**config.mk**
```make
export PLATFORM = sky130hd
export DESIGN_NAME = igmpv1_host_membership_engine_top
export DESIGN_NICKNAME = d
export VERILOG_FILES = /design/src/rtl/igmp_pkg.sv /design/src/rtl/igmp_ram.sv /design/src/rtl/igmp_mod.sv /design/src/rtl/igmp_ctrl.sv /design/src/rtl/igmpv1_host_membership_engine_top.sv
export SDC_FILE = /design/constraint.sdc
export NUM_CORES = 2
export LEC_CHECK = 0
export ABC_AREA = 1
export BUFFER_PORTS_ARGS = -buffer_cell sky130_fd_sc_hd__buf_2
export CAP_MARGIN = 20
export CORE_AREA = 4 4 231 458
export DETAILED_ROUTE_END_ITERATION = 8
export DIE_AREA = 0 0 235 462
export GPL_ROUTABILITY_DRIVEN = 0
export PLACE_DENSITY_LB_ADDON = 0.3
export SYNTH_ARGS = -nofsm -noshare
export SYNTH_HDL_FRONTEND = slang
export SYNTH_SLANG_ARGS = --single-unit
```
**constraint.sdc**
```tcl
create_clock -name aclk -period 13.3 [get_ports aclk]
set_input_delay 0.665 -clock aclk [delete_from_list [all_inputs] [get_ports aclk]]
set_output_delay 0.665 -clock aclk [all_outputs]
set_load 0.1 [all_outputs]
```
**src/rtl/igmp_pkg.sv**
```systemverilog
`timescale 1ns / 1ps

package igmp_pkg;

    localparam int TABLE_ENTRIES_DEF  = 16;
    localparam int MIN_MESSAGE_LENGTH = 8;
    localparam int MAX_RESULTS        = 16;

    // remainder unit: bits retired per cycle and cycles per draw
    localparam int MOD_BITS_PER_CYCLE = 4;
    localparam int MOD_CYCLES         = 32 / MOD_BITS_PER_CYCLE;

    // operations
    localparam logic [2:0] OP_TICK   = 3'd0;
    localparam logic [2:0] OP_QUERY  = 3'd1;
    localparam logic [2:0] OP_REPORT = 3'd2;
    localparam logic [2:0] OP_JOIN   = 3'd3;
    localparam logic [2:0] OP_LEAVE  = 3'd4;

    // result status codes
    localparam logic [2:0] STAT_OK         = 3'd0;
    localparam logic [2:0] STAT_TOO_SHORT  = 3'd1;
    localparam logic [2:0] STAT_BAD_CKSUM  = 3'd2;
    localparam logic [2:0] STAT_BAD_QUERY  = 3'd3;
    localparam logic [2:0] STAT_BAD_REPORT = 3'd4;
    localparam logic [2:0] STAT_OUR_REPORT = 3'd5;
    localparam logic [2:0] STAT_TABLE_FULL = 3'd6;
    localparam logic [2:0] STAT_NOT_FOUND  = 3'd7;

    typedef struct packed {
        logic [31:0] all_hosts_group;
        logic [3:0]  loopback_interface;
        logic [7:0]  max_report_delay;
        logic        router_mode;
    } cfg_t;

    typedef struct packed {
        logic [2:0]  operation;
        logic [3:0]  interface_req;
        logic [31:0] group_address;
        logic [31:0] destination_address;
        logic [15:0] message_length;
        logic        checksum_good;
    } in_item_t;

    typedef struct packed {
        logic [2:0]  status;
        logic        send_report;
        logic [31:0] report_group;
        logic [3:0]  report_interface;
        logic        loopback_request;
        logic        last;
    } out_item_t;

    // one membership table word
    typedef struct packed {
        logic [31:0] grp;
        logic [3:0]  ifc;
        logic [7:0]  cd;
    } entry_t;

endpackage

```
**src/rtl/igmp_ram.sv**
```systemverilog
`timescale 1ns / 1ps

module igmp_ram #(
    parameter int WIDTH = 8,
    parameter int DEPTH = 16,
    localparam int AW = (DEPTH > 1) ? $clog2(DEPTH) : 1
) (
    input  logic             aclk,
    input  logic             we,
    input  logic [AW-1:0]    waddr,
    input  logic [WIDTH-1:0] wdata,
    input  logic [AW-1:0]    raddr,
    output logic [WIDTH-1:0] rdata
);

    logic [WIDTH-1:0] mem_reg [DEPTH];
    logic [WIDTH-1:0] rdata_reg;

    always_ff @(posedge aclk) begin
        if (we) begin
            mem_reg[waddr] <= wdata;
        end
        rdata_reg <= mem_reg[raddr];
    end

    assign rdata = rdata_reg;

endmodule

```
**src/rtl/igmp_mod.sv**
```systemverilog
`timescale 1ns / 1ps

// 32-bit by 8-bit remainder, restoring, several bits per cycle
module igmp_mod
    import igmp_pkg::*;
(
    input  logic        aclk,
    input  logic        aresetn,
    input  logic        start,
    input  logic [31:0] dividend,
    input  logic [7:0]  divisor,
    output logic        done,
    output logic [7:0]  remainder
);

    localparam int CW = (MOD_CYCLES > 1) ? $clog2(MOD_CYCLES) : 1;

    logic          busy_reg;
    logic          done_reg;
    logic [CW-1:0] cnt_reg;
    logic [31:0]   dvd_reg;
    logic [31:0]   dvd_next;
    logic [7:0]    div_reg;
    logic [7:0]    rem_reg;
    logic [7:0]    rem_next;

    always_comb begin
        logic [7:0]  r;
        logic [31:0] q;
        logic [8:0]  t;
        r = rem_reg;
        q = dvd_reg;
        t = '0;
        for (int k = 0; k < MOD_BITS_PER_CYCLE; k++) begin
            t = {r, q[31]};
            q = {q[30:0], 1'b0};
            if (t >= {1'b0, div_reg}) begin
                r = 8'(t - {1'b0, div_reg});
            end else begin
                r = t[7:0];
            end
        end
        rem_next = r;
        dvd_next = q;
    end

    always_ff @(posedge aclk) begin
        if (!aresetn) begin
            busy_reg <= 1'b0;
            done_reg <= 1'b0;
            cnt_reg  <= '0;
        end else begin
            done_reg <= 1'b0;
            if (start) begin
                busy_reg <= 1'b1;
                cnt_reg  <= '0;
                dvd_reg  <= dividend;
                div_reg  <= divisor;
                rem_reg  <= '0;
            end else if (busy_reg) begin
                dvd_reg <= dvd_next;
                rem_reg <= rem_next;
                cnt_reg <= cnt_reg + CW'(1);
                if (cnt_reg == CW'(MOD_CYCLES - 1)) begin
                    busy_reg <= 1'b0;
                    done_reg <= 1'b1;
                end
            end
        end
    end

    assign done      = done_reg;
    assign remainder = rem_reg;

endmodule

```
**src/rtl/igmp_ctrl.sv**
```systemverilog
`timescale 1ns / 1ps

// sequencer: walks the membership table, reading and then evaluating each entry
module igmp_ctrl
    import igmp_pkg::*;
#(
    parameter int TABLE_ENTRIES = TABLE_ENTRIES_DEF
) (
    input  logic      aclk,
    input  logic      aresetn,
    input  cfg_t      cfg,
    input  logic      s_valid,
    output logic      s_ready,
    input  in_item_t  s_item,
    output logic      m_valid,
    input  logic      m_ready,
    output out_item_t m_item
);

    localparam int IW = (TABLE_ENTRIES > 1) ? $clog2(TABLE_ENTRIES) : 1;
    localparam int NW = $clog2(MAX_RESULTS + 1);
    localparam int EW = $bits(entry_t);
    localparam logic [31:0] LFSR_SEED = 32'h0000_ACE1;
    localparam logic [31:0] LFSR_TAPS = 32'h8020_0003;

    typedef enum logic [2:0] {S_IDLE, S_READ, S_EVAL, S_DRAW, S_FINISH} state_t;
    typedef enum logic [1:0] {M_TICK, M_QUERY, M_FIND} mode_t;

    function automatic out_item_t plain_result(input logic [2:0] st);
        out_item_t r;
        r        = '0;
        r.status = st;
        return r;
    endfunction

    function automatic logic [31:0] lfsr_step(input logic [31:0] v);
        return v[0] ? ((v >> 1) ^ LFSR_TAPS) : (v >> 1);
    endfunction

    state_t             state_reg;
    mode_t              mode_reg;
    logic [2:0]         op_reg;
    logic [3:0]         ifc_reg;
    logic [31:0]        grp_reg;
    logic [IW-1:0]      idx_reg;
    logic [TABLE_ENTRIES-1:0] valid_reg;
    logic               found_reg;
    logic [IW-1:0]      found_idx_reg;
    logic               free_reg;
    logic [IW-1:0]      free_idx_reg;
    logic [IW-1:0]      tgt_idx_reg;
    logic               tgt_join_reg;
    logic [NW-1:0]      n_reg;
    logic [31:0]        lfsr_reg;
    logic               held_vld_reg;
    out_item_t          held_reg;
    logic               out_vld_reg;
    out_item_t          out_reg;

    // table memory port
    logic          ram_we;
    logic [IW-1:0] ram_waddr;
    entry_t        ram_wdata;
    logic [EW-1:0] ram_rdata;
    entry_t        rd;

    // remainder unit
    logic        mod_start;
    logic        mod_done;
    logic [7:0]  mod_rem;
    logic [7:0]  bound;
    logic [31:0] lfsr_next;

    // per-entry evaluation
    logic          out_free;
    logic          cur_valid;
    logic          last_idx;
    logic          tick_live;
    logic          tick_fire;
    logic          tick_stall;
    logic [7:0]    tick_cd;
    logic          q_hit;
    logic          f_hit;
    logic          found_now;
    logic [IW-1:0] found_idx_now;
    logic          free_now;
    logic [IW-1:0] free_idx_now;
    logic          join_dly;
    logic          join_end;
    out_item_t     fire_item;

    igmp_ram #(
        .WIDTH(EW),
        .DEPTH(TABLE_ENTRIES)
    ) u_table (
        .aclk  (aclk),
        .we    (ram_we),
        .waddr (ram_waddr),
        .wdata (ram_wdata),
        .raddr (idx_reg),
        .rdata (ram_rdata)
    );

    igmp_mod u_mod (
        .aclk      (aclk),
        .aresetn   (aresetn),
        .start     (mod_start),
        .dividend  (lfsr_next),
        .divisor   (bound),
        .done      (mod_done),
        .remainder (mod_rem)
    );

    assign rd        = entry_t'(ram_rdata);
    assign bound     = (cfg.max_report_delay == 8'd0) ? 8'd1 : cfg.max_report_delay;
    assign lfsr_next = lfsr_step(lfsr_reg);
    assign out_free  = !out_vld_reg || m_ready;
    assign cur_valid = valid_reg[idx_reg];
    assign last_idx  = (idx_reg == IW'(TABLE_ENTRIES - 1));

    assign tick_cd    = rd.cd - 8'd1;
    assign tick_live  = cur_valid && (rd.cd != 8'd0) &&
                        !((rd.cd == 8'd1) && (n_reg == NW'(MAX_RESULTS)));
    assign tick_fire  = tick_live && (tick_cd == 8'd0);
    assign tick_stall = tick_fire && held_vld_reg && !out_free;

    assign q_hit = cur_valid && (rd.ifc == ifc_reg) && (rd.cd == 8'd0) &&
                   (rd.grp != cfg.all_hosts_group);
    assign f_hit = cur_valid && (rd.grp == grp_reg) && (rd.ifc == ifc_reg);

    assign found_now     = found_reg || f_hit;
    assign found_idx_now = found_reg ? found_idx_reg : idx_reg;
    assign free_now      = free_reg || !cur_valid;
    assign free_idx_now  = free_reg ? free_idx_reg : idx_reg;
    assign join_dly      = (grp_reg != cfg.all_hosts_group) &&
                           (ifc_reg != cfg.loopback_interface);
    // join that lands in a free slot at the end of the walk
    assign join_end      = (state_reg == S_EVAL) && (mode_reg == M_FIND) &&
                           (op_reg == OP_JOIN) && last_idx && !found_now && free_now;

    always_comb begin
        fire_item                  = '0;
        fire_item.status           = STAT_OK;
        fire_item.send_report      = 1'b1;
        fire_item.report_group     = rd.grp;
        fire_item.report_interface = rd.ifc;
        fire_item.loopback_request = cfg.router_mode;
    end

    assign mod_start = (state_reg == S_EVAL) &&
                       (((mode_reg == M_QUERY) && q_hit) || (join_end && join_dly));

    always_comb begin
        ram_we    = 1'b0;
        ram_waddr = idx_reg;
        ram_wdata = '{grp: rd.grp, ifc: rd.ifc, cd: 8'd0};
        case (state_reg)
            S_EVAL: begin
                case (mode_reg)
                    M_TICK: begin
                        if (tick_live && !tick_stall) begin
                            ram_we       = 1'b1;
                            ram_wdata.cd = tick_cd;
                        end
                    end
                    M_FIND: begin
                        if ((op_reg == OP_REPORT) && f_hit && !found_reg) begin
                            ram_we = 1'b1;
                        end else if (join_end && !join_dly) begin
                            ram_we    = 1'b1;
                            ram_waddr = free_idx_now;
                            ram_wdata = '{grp: grp_reg, ifc: ifc_reg, cd: 8'd0};
                        end
                    end
                    default: ;
                endcase
            end
            S_DRAW: begin
                if (mod_done) begin
                    ram_we    = 1'b1;
                    ram_waddr = tgt_idx_reg;
                    ram_wdata = '{grp: tgt_join_reg ? grp_reg : rd.grp,
                                  ifc: tgt_join_reg ? ifc_reg : rd.ifc,
                                  cd:  mod_rem + 8'd1};
                end
            end
            default: ;
        endcase
    end

    always_ff @(posedge aclk) begin
        if (!aresetn) begin
            state_reg    <= S_IDLE;
            mode_reg     <= M_TICK;
            valid_reg    <= '0;
            lfsr_reg     <= LFSR_SEED;
            held_vld_reg <= 1'b0;
            out_vld_reg  <= 1'b0;
            idx_reg      <= '0;
            n_reg        <= '0;
            found_reg    <= 1'b0;
            free_reg     <= 1'b0;
        end else begin
            if (out_vld_reg && m_ready) begin
                out_vld_reg <= 1'b0;
            end
            case (state_reg)
                S_IDLE: begin
                    if (s_valid) begin
                        op_reg       <= s_item.operation;
                        ifc_reg      <= s_item.interface_req;
                        grp_reg      <= s_item.group_address;
                        idx_reg      <= '0;
                        n_reg        <= '0;
                        found_reg    <= 1'b0;
                        free_reg     <= 1'b0;
                        held_vld_reg <= 1'b1;
                        held_reg     <= plain_result(STAT_OK);
                        state_reg    <= S_FINISH;
                        case (s_item.operation)
                            OP_TICK: begin
                                mode_reg     <= M_TICK;
                                held_vld_reg <= 1'b0;
                                state_reg    <= S_READ;
                            end
                            OP_QUERY, OP_REPORT: begin
                                if (s_item.message_length < 16'(MIN_MESSAGE_LENGTH)) begin
                                    held_reg <= plain_result(STAT_TOO_SHORT);
                                end else if (!s_item.checksum_good) begin
                                    held_reg <= plain_result(STAT_BAD_CKSUM);
                                end else if (s_item.interface_req ==
                                             cfg.loopback_interface) begin
                                    held_reg <= plain_result(STAT_OK);
                                end else if (s_item.operation == OP_QUERY) begin
                                    if (s_item.destination_address !=
                                        cfg.all_hosts_group) begin
                                        held_reg <= plain_result(STAT_BAD_QUERY);
                                    end else begin
                                        mode_reg  <= M_QUERY;
                                        state_reg <= S_READ;
                                    end
                                end else begin
                                    if ((s_item.group_address[31:28] != 4'hE) ||
                                        (s_item.group_address !=
                                         s_item.destination_address)) begin
                                        held_reg <= plain_result(STAT_BAD_REPORT);
                                    end else begin
                                        mode_reg     <= M_FIND;
                                        held_vld_reg <= 1'b0;
                                        state_reg    <= S_READ;
                                    end
                                end
                            end
                            OP_JOIN, OP_LEAVE: begin
                                mode_reg     <= M_FIND;
                                held_vld_reg <= 1'b0;
                                state_reg    <= S_READ;
                            end
                            default: ;
                        endcase
                    end
                end

                S_READ: begin
                    state_reg <= S_EVAL;
                end

                S_EVAL: begin
                    state_reg <= S_READ;
                    idx_reg   <= idx_reg + IW'(1);
                    case (mode_reg)
                        M_TICK: begin
                            if (tick_stall) begin
                                state_reg <= S_EVAL;
                                idx_reg   <= idx_reg;
                            end else begin
                                if (tick_fire) begin
                                    n_reg        <= n_reg + NW'(1);
                                    held_reg     <= fire_item;
                                    held_vld_reg <= 1'b1;
                                    if (held_vld_reg) begin
                                        out_vld_reg  <= 1'b1;
                                        out_reg      <= held_reg;
                                        out_reg.last <= 1'b0;
                                    end
                                end else if (last_idx && !held_vld_reg) begin
                                    held_reg     <= plain_result(STAT_OK);
                                    held_vld_reg <= 1'b1;
                                end
                                if (last_idx) begin
                                    state_reg <= S_FINISH;
                                end
                            end
                        end
                        M_QUERY: begin
                            if (q_hit) begin
                                lfsr_reg     <= lfsr_next;
                                tgt_idx_reg  <= idx_reg;
                                tgt_join_reg <= 1'b0;
                                idx_reg      <= idx_reg;
                                state_reg    <= S_DRAW;
                            end else if (last_idx) begin
                                state_reg <= S_FINISH;
                            end
                        end
                        default: begin
                            if (f_hit && !found_reg) begin
                                found_reg     <= 1'b1;
                                found_idx_reg <= idx_reg;
                            end
                            if (!cur_valid && !free_reg) begin
                                free_reg     <= 1'b1;
                                free_idx_reg <= idx_reg;
                            end
                            if (last_idx) begin
                                held_vld_reg <= 1'b1;
                                held_reg     <= plain_result(STAT_OK);
                                state_reg    <= S_FINISH;
                                case (op_reg)
                                    OP_REPORT: begin
                                        if (found_now) begin
                                            held_reg <= plain_result(STAT_OUR_REPORT);
                                        end
                                    end
                                    OP_LEAVE: begin
                                        if (found_now) begin
                                            valid_reg[found_idx_now] <= 1'b0;
                                        end else begin
                                            held_reg <= plain_result(STAT_NOT_FOUND);
                                        end
                                    end
                                    default: begin
                                        if (!found_now && !free_now) begin
                                            held_reg <= plain_result(STAT_TABLE_FULL);
                                        end else if (join_end) begin
                                            valid_reg[free_idx_now] <= 1'b1;
                                            if (join_dly) begin
                                                held_reg.send_report      <= 1'b1;
                                                held_reg.report_group     <= grp_reg;
                                                held_reg.report_interface <= ifc_reg;
                                                held_reg.loopback_request <=
                                                    cfg.router_mode;
                                                lfsr_reg     <= lfsr_next;
                                                tgt_idx_reg  <= free_idx_now;
                                                tgt_join_reg <= 1'b1;
                                                idx_reg      <= idx_reg;
                                                state_reg    <= S_DRAW;
                                            end
                                        end
                                    end
                                endcase
                            end
                        end
                    endcase
                end

                S_DRAW: begin
                    if (mod_done) begin
                        if (tgt_join_reg || last_idx) begin
                            state_reg <= S_FINISH;
                        end else begin
                            idx_reg   <= idx_reg + IW'(1);
                            state_reg <= S_READ;
                        end
                    end
                end

                S_FINISH: begin
                    if (out_free) begin
                        out_vld_reg  <= 1'b1;
                        out_reg      <= held_reg;
                        out_reg.last <= 1'b1;
                        held_vld_reg <= 1'b0;
                        state_reg    <= S_IDLE;
                    end
                end

                default: state_reg <= S_IDLE;
            endcase
        end
    end

    assign s_ready = (state_reg == S_IDLE);
    assign m_valid = out_vld_reg;
    assign m_item  = out_reg;

endmodule

```
**src/rtl/igmpv1_host_membership_engine_top.sv**
```systemverilog
`timescale 1ns / 1ps

// IGMPv1 host membership engine.
// Input stream (s_axis_*): one item per tick, received query, received report,
// join or leave; the operation code rides on tuser. Result stream (m_axis_*):
// one or more items per input item, tlast on the final one. A tick may give up
// to 16 report requests, in ascending table order; every other item gives one.
// Configuration goes through the APB port: all-hosts group, loopback interface,
// maximum report delay and router mode, at byte offsets 0, 4, 8 and 12.
// Items that need no table access go from idle straight to the finish state,
// which loads the result into the output register. Ticks, well-formed queries
// and reports, joins and leaves walk the table one entry at a time. Each random
// delay drawn (every idle entry hit by a query, and a join that starts a timer)
// waits on the shared 4-bit per cycle remainder unit. One item is in
// work at a time; tready is high only when the sequencer is idle.
// Reset clears all memberships, restores register defaults and reseeds the
// delay LFSR. When the receiver stalls, one result waits in the output register
// and one more in a holding register; the table walk pauses until room opens.
module igmpv1_host_membership_engine_top
    import igmp_pkg::*;
#(
    parameter int TABLE_ENTRIES = TABLE_ENTRIES_DEF
) (
    input  logic        aclk,
    input  logic        aresetn,

    input  logic        s_axis_tvalid,
    output logic        s_axis_tready,
    // [3:0] interface_req, [35:4] group_address, [67:36] destination_address,
    // [83:68] message_length, [84] checksum_good, [87:85] zero
    input  logic [87:0] s_axis_tdata,
    // [2:0] operation
    input  logic [2:0]  s_axis_tuser,

    output logic        m_axis_tvalid,
    input  logic        m_axis_tready,
    // [0] send_report, [32:1] report_group, [36:33] report_interface,
    // [37] loopback_request, [39:38] zero
    output logic [39:0] m_axis_tdata,
    // [2:0] status
    output logic [2:0]  m_axis_tuser,
    output logic        m_axis_tlast,

    input  logic        psel,
    input  logic        penable,
    input  logic        pwrite,
    input  logic [3:0]  paddr,
    input  logic [31:0] pwdata,
    output logic [31:0] prdata,
    output logic        pready
);

    localparam logic [1:0] REG_ALL_HOSTS  = 2'd0;
    localparam logic [1:0] REG_LOOPBACK   = 2'd1;
    localparam logic [1:0] REG_MAX_DELAY  = 2'd2;
    localparam logic [1:0] REG_ROUTER     = 2'd3;

    logic [31:0] all_hosts_reg;
    logic [3:0]  loopback_reg;
    logic [7:0]  max_delay_reg;
    logic        router_reg;
    logic        cfg_wr;
    cfg_t        cfg;
    in_item_t    s_item;
    out_item_t   m_item;

    assign pready = 1'b1;
    assign cfg_wr = psel && penable && pwrite && pready;

    always_ff @(posedge aclk) begin
        if (!aresetn) begin
            all_hosts_reg <= 32'hE000_0001;
            loopback_reg  <= 4'd0;
            max_delay_reg <= 8'd50;
            router_reg    <= 1'b0;
        end else if (cfg_wr) begin
            case (paddr[3:2])
                REG_ALL_HOSTS: all_hosts_reg <= pwdata;
                REG_LOOPBACK:  loopback_reg  <= pwdata[3:0];
                REG_MAX_DELAY: max_delay_reg <= pwdata[7:0];
                REG_ROUTER:    router_reg    <= pwdata[0];
                default: ;
            endcase
        end
    end

    always_comb begin
        case (paddr[3:2])
            REG_ALL_HOSTS: prdata = all_hosts_reg;
            REG_LOOPBACK:  prdata = {28'd0, loopback_reg};
            REG_MAX_DELAY: prdata = {24'd0, max_delay_reg};
            REG_ROUTER:    prdata = {31'd0, router_reg};
            default:       prdata = '0;
        endcase
    end

    assign cfg.all_hosts_group    = all_hosts_reg;
    assign cfg.loopback_interface = loopback_reg;
    assign cfg.max_report_delay   = max_delay_reg;
    assign cfg.router_mode        = router_reg;

    assign s_item.operation           = s_axis_tuser;
    assign s_item.interface_req       = s_axis_tdata[3:0];
    assign s_item.group_address       = s_axis_tdata[35:4];
    assign s_item.destination_address = s_axis_tdata[67:36];
    assign s_item.message_length      = s_axis_tdata[83:68];
    assign s_item.checksum_good       = s_axis_tdata[84];

    igmp_ctrl #(
        .TABLE_ENTRIES(TABLE_ENTRIES)
    ) u_ctrl (
        .aclk    (aclk),
        .aresetn (aresetn),
        .cfg     (cfg),
        .s_valid (s_axis_tvalid),
        .s_ready (s_axis_tready),
        .s_item  (s_item),
        .m_valid (m_axis_tvalid),
        .m_ready (m_axis_tready),
        .m_item  (m_item)
    );

    assign m_axis_tdata = {2'b00, m_item.loopback_request, m_item.report_interface,
                           m_item.report_group, m_item.send_report};
    assign m_axis_tuser = m_item.status;
    assign m_axis_tlast = m_item.last;

endmodule
```
==> run metrics <==
WHS Path Cells 1; TritonCTS clock tree done; Worst Path Arrival 8.27 ns; largest cells by area after synthesis edfxtp_1 58%, dfxtp_1 7.0%, o21ai_0 5.5%, nor2_1 5.4%, nand2_1 4.7%; Worst-path clk slew 0.07 ns; # port buffers roughly 200; Detailed Place HPWL 79.20 mm; synthesized cell area between 40,000 and 50,000 sq um; Core Box Area 102,400 sq um; max_slew headroom 31.68%; mean number of vias per cell 5.716; final net count ~4,600; initial antenna violation count 7; min cycle time layout 7.825 ns; Pre-antenna DRT Iters 6; Hold WS 0.1835 ns; max-cap check violation count 0; Final Max Slew Viols 0; Critical Path RT 13.74 ns; final wirelength 128.8 mm; post-route clock skew 0.02377 ns; pin count of the biggest net entering global routing 207; fraction of registers with async set/reset 0%; Cell variety after synth 58; outcome finished clean; setup repair bufs after CTS 0; mean routed wirelength per cell 22.14 um; maximum vdd drop 0.00009491 V; RSZ-0062 raised after global routing no; Final Cell Area 50,950 sq um; Root Driver clkbuf_16; GRT overflow 0; Worst Min Path Start s_axis_tdata[1]; cts repair resizes 0; crit path max fanout 15; Routed Antenna Nets 0; vias in the first global route 32,130; Lkg Pwr 17.95 nW; crit start category register; Commonest cells post-synth 887 x edfxtp_1, 661 x nor2_1, 573 x nand2_1; Row Count 166; Tot GR Track Use between 20% and 30%; R2R Path Start u_ctrl.u_mod.div_reg[1]; Hold Buf Count CTS 0; initial DRC count ~2,800; sequential-to-total area share from yosys stat 65.44%; Hold Crit Class input port to register; period utilization 58.83%; count of state elements after synthesis 1,047; Clock Path Buffers 3; largest area contributor in the netlist edfxtp_1; dominant synthesized flop cell edfxtp_1; Area growth, synth to finish 11.72%; H-tree levels 3; first-pass GRT wire length ~190 mm; most frequent CP cell nand2_1; Slew @ Worst Pin 1.025 ns; final setup TNS 0 ns; DIE WIDTH 235 um; CP Launch Point u_ctrl.u_mod.div_reg[1]; CP endpoint kind register; share of the synthesized area in the top cell type 58.41%; Reg2Reg Depth 46; synth warn 0; Die H 462 um; Residual DRC 0; Final WS setup 5.475 ns; number of synthesized flops with an enable pin 887; Area after DPL slightly below 50,000 sq um; final hold vios 0; Largest stage delay, worst path ~0.42 ns; die area 108,600 sq um; DR vias 33,240; Peak Freq 127.8 MHz; top-count cell post-synth edfxtp_1; Setup-failing EPs final 0; number of CTS-inserted buffers 85; Placement Setup Slack approximately 5.5 ns; critical path class register to register; Syn Area/Cell 10.73 sq um; clk sinks 1,047; fraction of layout cells with a size suffix above 1 between 10% and 20%; Power Density around 140 nW/um^2; Top Ports 213; max reg flops between 700 and 800; CP max-delay cell edfxtp_1; Clock Latency Late Sink roughly 0.7 ns; Starting Density 44.53%; Mapped Cells around 4,200
placed cells by master (no fill, tap or decap), drive strengths merged, types with 2 or more instances in the layout:
cell type  count
a211oi         5
a21boi         2
a21oi        143
a221oi         2
and3           2
buf          286
bufinv         5
clkbuf       104
clkinv        41
clkinvlp       6
conb           3
dfxtp        160
diode          4
edfxtp       887
fa             4
ha            42
inv          295
mux2i          2
nand2        586
nand3        168
nand4         51
nor2         678
nor3          57
nor4           3
o211ai        29
o21a           3
o21ai        504
o221ai       111
o22ai        148
o31ai          4
o32ai          2
or2           27
xnor2         51
xor2          49
cell families after synthesis:
group                      count (synthesis)  share of synthesized area (%)
muxes                                      2                        0.04390
other                                      2                        0.01647
and+or+nand+nor                         1573                          14.47
buffers and inverters                    518                          4.582
xor gates and xnor gates                 100                          1.921
AOI/OAI and AO/OA                        960                          12.20
adders and majority gates                 46                          1.328
DFF                                     1047                          65.44
stage by stage:
stage	instances	power (mW)	utilization, %
detailed placement	5642	4.795	46.97
global placement	5633	4.772	46.91
global route	5813	7.522	49.75
floorplan	4249	4.461	-
finish	5816	7.268	49.75
CTS	5801	7.285	49.65
per-layer routing:
layer  share of wire [%]  track usage (%)  wire length, um
met5               0.018                0               23
met4                 4.9            11.02             6287
met3                 6.8            3.722             8767
met2                  50            40.72            64960
met1                  38            27.07            48740
final cells by class:
cell class,instances,area (sq um)
flip-flops and latches,1047,29850
well taps,1344,1682
diodes,4,10.01
multi-input cells,2684,13870
clock buffers,102,2252
inverters,290,1099
fillers,9004,51450
repair buffers,288,1700
clock inverters,57,486.7
power by group:
group          switching (mW)  leakage, nW  internal (mW)  total (mW)
combinational           0.688         7.49          0.254       0.942
sequential             0.0791         9.12           3.72        3.80
clock                    1.20         1.34           1.33        2.52
worst paths after layout:
path	to	slack, ns
worst min register to register	u_ctrl.m_item[30]	0.41
worst max register to register	u_ctrl.u_mod.remainder[3]	5.47
worst max-delay path	u_ctrl.u_mod.remainder[3]	5.47
worst min-delay path	u_ctrl.ifc_reg[1]	0.18
worst max-delay path, delay by kind of cell (launching register included):
| family | cells | cell delay (ns) |
|---|---|---|
| AO/OA/AOI/OAI | 8 | 1.76 |
| adder cells (fa/ha/maj) | 4 | 1.40 |
| buffers and inverters | 6 | 0.63 |
| AND/OR/NAND/NOR | 28 | 3.37 |
| flip-flops | 1 | 0.42 |
Power figures use the tool's default switching activity.
